### src/sv/mtwg_pkg.sv
`timescale 1ns / 1ps
`default_nettype none
// ----------------------------------------------------------------------------
// mtwg_pkg
// shared types, constants and word functions of the mt19937 word generator
// ----------------------------------------------------------------------------
package mtwg_pkg;

    localparam int STATE_WORDS   = 624;
    localparam int MIDDLE_OFFSET = 397;
    localparam int ADDR_W        = $clog2(STATE_WORDS);
    localparam int IDX_W         = $clog2(STATE_WORDS + 2);
    localparam int QUEUE_DEPTH   = 4;

    localparam logic [ADDR_W-1:0] LAST_WORD      = ADDR_W'(STATE_WORDS - 1);
    localparam logic [IDX_W-1:0]  SEEDED_INDEX   = IDX_W'(STATE_WORDS);
    localparam logic [IDX_W-1:0]  UNSEEDED_INDEX = IDX_W'(STATE_WORDS + 1);

    localparam logic [31:0] TWIST_XOR    = 32'h9908_b0df;
    localparam logic [31:0] SEED_MULT    = 32'd1812433253;
    localparam logic [31:0] DEFAULT_SEED = 32'd5489;
    localparam logic [31:0] TEMPER_B     = 32'h9d2c_5680;
    localparam logic [31:0] TEMPER_C     = 32'hefc6_0000;

    typedef enum logic [0:0] {
        FUNC_GENERATE = 1'b0,
        FUNC_SEED     = 1'b1
    } t_func;

    typedef struct packed {
        t_func       func;
        logic [31:0] seed;
    } t_cmd;

    typedef enum logic [2:0] {
        ST_IDLE,
        ST_SEED,
        ST_TW_INIT,
        ST_TW_LOAD,
        ST_TW_CALC,
        ST_GEN_READ,
        ST_GEN_OUT
    } t_eng_state;

    typedef struct packed {
        logic [IDX_W-1:0] read_index;
        logic             out_load;
    } t_eng_status;

    function automatic logic [31:0] temper(input logic [31:0] w);
        logic [31:0] t;
        t = w ^ (w >> 11);
        t = t ^ ((t << 7) & TEMPER_B);
        t = t ^ ((t << 15) & TEMPER_C);
        t = t ^ (t >> 18);
        return t;
    endfunction

    function automatic logic [31:0] twist_word(input logic [31:0] cur,
                                               input logic [31:0] nxt,
                                               input logic [31:0] far);
        logic [31:0] joined;
        logic [31:0] v;
        joined = {cur[31], nxt[30:0]};
        v = far ^ (joined >> 1);
        if (joined[0]) begin
            v = v ^ TWIST_XOR;
        end
        return v;
    endfunction

endpackage
`default_nettype wire

### src/sv/mtwg_front.sv
`timescale 1ns / 1ps
`default_nettype none
// ----------------------------------------------------------------------------
// mtwg_front
// accepts commands, decodes them and holds them in a short queue
// ----------------------------------------------------------------------------
module mtwg_front #(
    parameter int DEPTH = mtwg_pkg::QUEUE_DEPTH
) (
    input  wire logic         i_clk,
    input  wire logic         i_rst_n,
    input  wire logic         s_axis_tvalid,
    output logic              s_axis_tready,
    input  wire logic [31:0]  s_axis_tdata,   // seed_value
    input  wire logic         s_axis_tuser,   // func
    output logic              o_cmd_valid,
    output mtwg_pkg::t_cmd    o_cmd,
    input  wire logic         i_cmd_pop
);

    localparam int PTR_W = (DEPTH > 1) ? $clog2(DEPTH) : 1;
    localparam int CNT_W = $clog2(DEPTH + 1);

    mtwg_pkg::t_cmd   r_queue [DEPTH];
    logic [PTR_W-1:0] r_wr_ptr, n_wr_ptr;
    logic [PTR_W-1:0] r_rd_ptr, n_rd_ptr;
    logic [CNT_W-1:0] r_count, n_count;
    logic             w_push;
    mtwg_pkg::t_cmd   w_cmd;

    assign s_axis_tready = (r_count != CNT_W'(DEPTH));
    assign w_push        = s_axis_tvalid && s_axis_tready;
    assign o_cmd_valid   = (r_count != '0);
    assign o_cmd         = r_queue[r_rd_ptr];

    // decode the command kind, seed only kept for reseeds
    always_comb begin
        w_cmd.func = s_axis_tuser ? mtwg_pkg::FUNC_SEED : mtwg_pkg::FUNC_GENERATE;
        w_cmd.seed = s_axis_tuser ? s_axis_tdata : '0;
    end

    always_comb begin
        n_wr_ptr = r_wr_ptr;
        n_rd_ptr = r_rd_ptr;
        n_count  = r_count;
        if (w_push) begin
            n_wr_ptr = (r_wr_ptr == PTR_W'(DEPTH - 1)) ? '0 : r_wr_ptr + 1'b1;
        end
        if (i_cmd_pop) begin
            n_rd_ptr = (r_rd_ptr == PTR_W'(DEPTH - 1)) ? '0 : r_rd_ptr + 1'b1;
        end
        case ({w_push, i_cmd_pop})
            2'b10:   n_count = r_count + 1'b1;
            2'b01:   n_count = r_count - 1'b1;
            default: n_count = r_count;
        endcase
    end

    always_ff @(posedge i_clk) begin
        if (!i_rst_n) begin
            r_wr_ptr <= '0;
            r_rd_ptr <= '0;
            r_count  <= '0;
        end else begin
            r_wr_ptr <= n_wr_ptr;
            r_rd_ptr <= n_rd_ptr;
            r_count  <= n_count;
        end
    end

    always_ff @(posedge i_clk) begin
        if (w_push) begin
            r_queue[r_wr_ptr] <= w_cmd;
        end
    end

endmodule
`default_nettype wire

### config.mk
export PLATFORM = sky130hd
export DESIGN_NAME = mtwg_front
export DESIGN_NICKNAME = d
export VERILOG_FILES = /design/src/sv/mtwg_pkg.sv /design/src/sv/mtwg_front.sv
export SDC_FILE = /design/constraint.sdc
export NUM_CORES = 1
export LEC_CHECK = 0
export BUFFER_PORTS_ARGS = -buffer_cell sky130_fd_sc_hd__buf_2
export CAP_MARGIN = 10
export CORE_ASPECT_RATIO = 1.75
export CORE_MARGIN = 4
export CORE_UTILIZATION = 34
export CTS_CLUSTER_SIZE = 8
export DETAILED_ROUTE_END_ITERATION = 12
export PLACE_DENSITY = 0.63
export SKIP_CTS_REPAIR_TIMING = 1
export SYNTH_ARGS = -nofsm -noshare
export SYNTH_HDL_FRONTEND = slang
export SYNTH_SLANG_ARGS = --single-unit
### constraint.sdc
create_clock -name i_clk -period 3 [get_ports i_clk]
set_clock_uncertainty 0.2 [all_clocks]
set_input_delay 0.3 -clock i_clk [delete_from_list [all_inputs] [get_ports i_clk]]
set_output_delay 0.3 -clock i_clk [all_outputs]
set_load 0.01 [all_outputs]
==> results.sh <==
export IMPL_seq_area_sq_um=4146
export IMPL_timing_hold_ws_ps=3.447
export IMPL_criticalPathCategory="flop to flop"
export IMPL_multiInputGateArea_sq_um=1225
export IMPL_synth_top_area_frac=0.7254
export IMPL_grt_pass1_wl_mm=15.86
export IMPL_leakagePower_nw=2.299
export IMPL_grt_max_degree=37
export IMPL_final_layout_size_suffix_gt1_frac=0.4119
export IMPL_seq_area_frac_synth=0.7584
export IMPL_fin_ws_ps=385.1
export IMPL_cts_sinks=141
export IMPL_synth_largest_area_cell="edfxtp_1"
export IMPL_synth_cell_types=29
export IMPL_syn_instance_count=260
export IMPL_start_util=0.3442
export IMPL_synth_ff_type="edfxtp_1"
export IMPL_dieArea_sq_um=18240
export IMPL_place_congestion=0.6749
export IMPL_endpoint_kind="flop"
export IMPL_antenna_cells=0
export IMPL_dp_hpwl_mm=6.116
export IMPL_clkPwrFrac=0.402
export IMPL_fillers=1424
export IMPL_setup_viol=0
export IMPL_powerDensity_nw_per_um2=730.8
export IMPL_clkLatencyLatePin_ps=410
export IMPL_num_io_pins=72
export IMPL_critPathRequiredTime_ps=3130
export IMPL_setup_tns_ps=0
export IMPL_wl_per_cell_um=18.74
export IMPL_max_slew_margin=0.3554
export IMPL_fmax_mhz=382.4
export IMPL_intPower_mw=3.677
export IMPL_antenna_found_initial=0
export IMPL_seq_power_share=0.493
export IMPL_grt_pass1_vias=2874
export IMPL_htreeDepth=4
export IMPL_period_minus_slack_ps=2615
export IMPL_postRouteWirelength_mm=10.14
export IMPL_clock_path_buffers=2
export IMPL_synth_edf_count=132
export IMPL_fp_dieW_um=103.8
export IMPL_cts_tree="built"
export IMPL_ant_nets=0
export IMPL_combinationalPowerShare=0.105
export IMPL_area_delta_synth_final_pct=20.13
export IMPL_final_nets=383
export IMPL_hp_class="input pin to flop"
export IMPL_drt_iter0_drc=78
export IMPL_synthTopCellsByArea="edfxtp_1 73%, mux4_2 14%, and2_1 3.9%"
export IMPL_syn_area_sq_um=5464
export IMPL_ir_drop_uv=288.5
export IMPL_clkSlewWorstSetupHoldPaths_ps=60
export IMPL_rsz0062_at_grt="no"
export IMPL_cp_max_fo=7
export IMPL_pre_cts_ws_ps=410.8
export IMPL_maxCapViolations=0
export IMPL_grt_overflow=0
export IMPL_p_sw_frac=0.2333
export IMPL_core_area_sq_um=15880
export IMPL_avgSynthCellArea_sq_um=21.02
export IMPL_num_rows=61
export IMPL_yosysWarningCount=0
export IMPL_cp_arrival_ps=2750
export IMPL_synth_seq_cells=141
export IMPL_grt_total_usage=0.1153
export IMPL_cts_root_buffer="clkbuf_16"
export IMPL_async_flop_share=0
export IMPL_slew_violations=0
export IMPL_dieHeight_um=175.7
export IMPL_hold_viol=0
export IMPL_portBuffers=71
export IMPL_syn_num_nets=304
export IMPL_cp_start_kind="flop"
export IMPL_p_switching_mw=1.119
export IMPL_via_per_inst=4.810
export IMPL_cts_inserted_buffers=17
export IMPL_drc=0
export IMPL_tightest_slew_ps=966.9
export IMPL_via_count=2602
export IMPL_finalCritPeriodShare=0.8716
export IMPL_drt_pass1_iter_count=4
export IMPL_outcome="finished, final reports clean"
## power by group through the flow
stage | Clock, mW | Combinational [mW] | Sequential (mW)
after floorplan | 0 | 0.341 | 2.38
after global placement | 0 | 0.511 | 2.40
after detailed placement | 0 | 0.524 | 2.41
after CTS | 1.97 | 0.525 | 2.37
after global routing | 2.05 | 0.553 | 2.38
final | 1.93 | 0.505 | 2.36
## Yosys cell counts, types with 2 or more instances
library cell	instances
and2_1	34
and3_2	4
inv_1	6
edfxtp_1	132
dfxtp_1	9
mux2i_1	2
buf_2	4
nand2_1	4
ha_1	6
nor2b_1	2
clkbuf_1	4
o21ai_0	2
buf_4	3
mux4_2	33
## sequential cells by signal, indices dropped and copies added (netlist names), named ones only
| name | flops |
|---|---|
| r_queue | 132 |
| r_wr_ptr | 2 |
| r_rd_ptr | 2 |
| r_count | 3 |
## metal layers
layer / GRT usage / share of wire
met1: 0.1246 / 0.40
met3: 0.03236 / 0.032
met5: 0 / 0
met2: 0.2112 / 0.55
met4: 0.04659 / 0.018
## worst max-delay path, cell delays in order, from the launching register on
cell	delay [ps]
dfxtp_1	350
or3b_1	440
and2_4	200
inv_1	60
ha_1	180
inv_1	70
fa_1	380
xor2_1	180
or3_1	310
a21boi_0	170
## cells by family (layout without fill, tap and decap cells)
logic type      count (synthesis)  in the layout  synth area share
fa+ha+maj                       7              7           0.01740
flops                         141            141            0.7584
buf+inv                        19            111           0.01740
mux                            35             35            0.1397
simple gates                   51             51           0.05839
compound gates                  5              5          0.005496
xor+xnor                        2              2          0.003206
## layout make-up
cell class / count / share of cell area
flip-flops and latches: 141 / 0.6317
multi-input cells: 100 / 0.1866
clock buffers: 20 / 0.07129
repair buffers: 73 / 0.05833
well taps: 189 / 0.03603
clock inverters: 12 / 0.01258
inverters: 6 / 0.003431
## cell usage in the layout (no fill, tap or decap), types with 2 or more instances in the layout
cell       instances
o21ai_0            2
and3_2             4
inv_6              2
clkbuf_16         18
clkinv_4           3
buf_2             71
mux2i_1            2
mux4_2            33
nor2b_1            2
clkinv_2           4
inv_4              3
dfxtp_2            2
nand2_1            4
and2_1            34
edfxtp_1         132
inv_1              6
dfxtp_1            7
ha_1               6
## metrics by stage
step	total power [mW]	instances	utilization	cell area [sq um]
finish	4.797	541	0.4135	6564
detailed placement	2.934	509	0.3788	6013
floorplan	2.717	260	-	5464
global route	4.981	541	0.4135	6564
global placement	2.910	509	0.3788	6013
CTS	4.861	541	0.4135	6564
## path summary, 6_finish.rpt
check	from	end	slack [ps]	cells after the start
max	r_count[2]$_SDFFE_PN0P_	r_count[2]$_SDFFE_PN0P_	390	9
min	s_axis_tvalid	r_wr_ptr[0]$_SDFFE_PN0P_	3	3
max reg2reg	r_count[2]$_SDFFE_PN0P_	r_count[2]$_SDFFE_PN0P_	390	9
min reg2reg	r_wr_ptr[1]$_SDFFE_PN0P_	r_wr_ptr[1]$_SDFFE_PN0P_	300	2
Note: power is estimated with default switching activity, not from simulation.
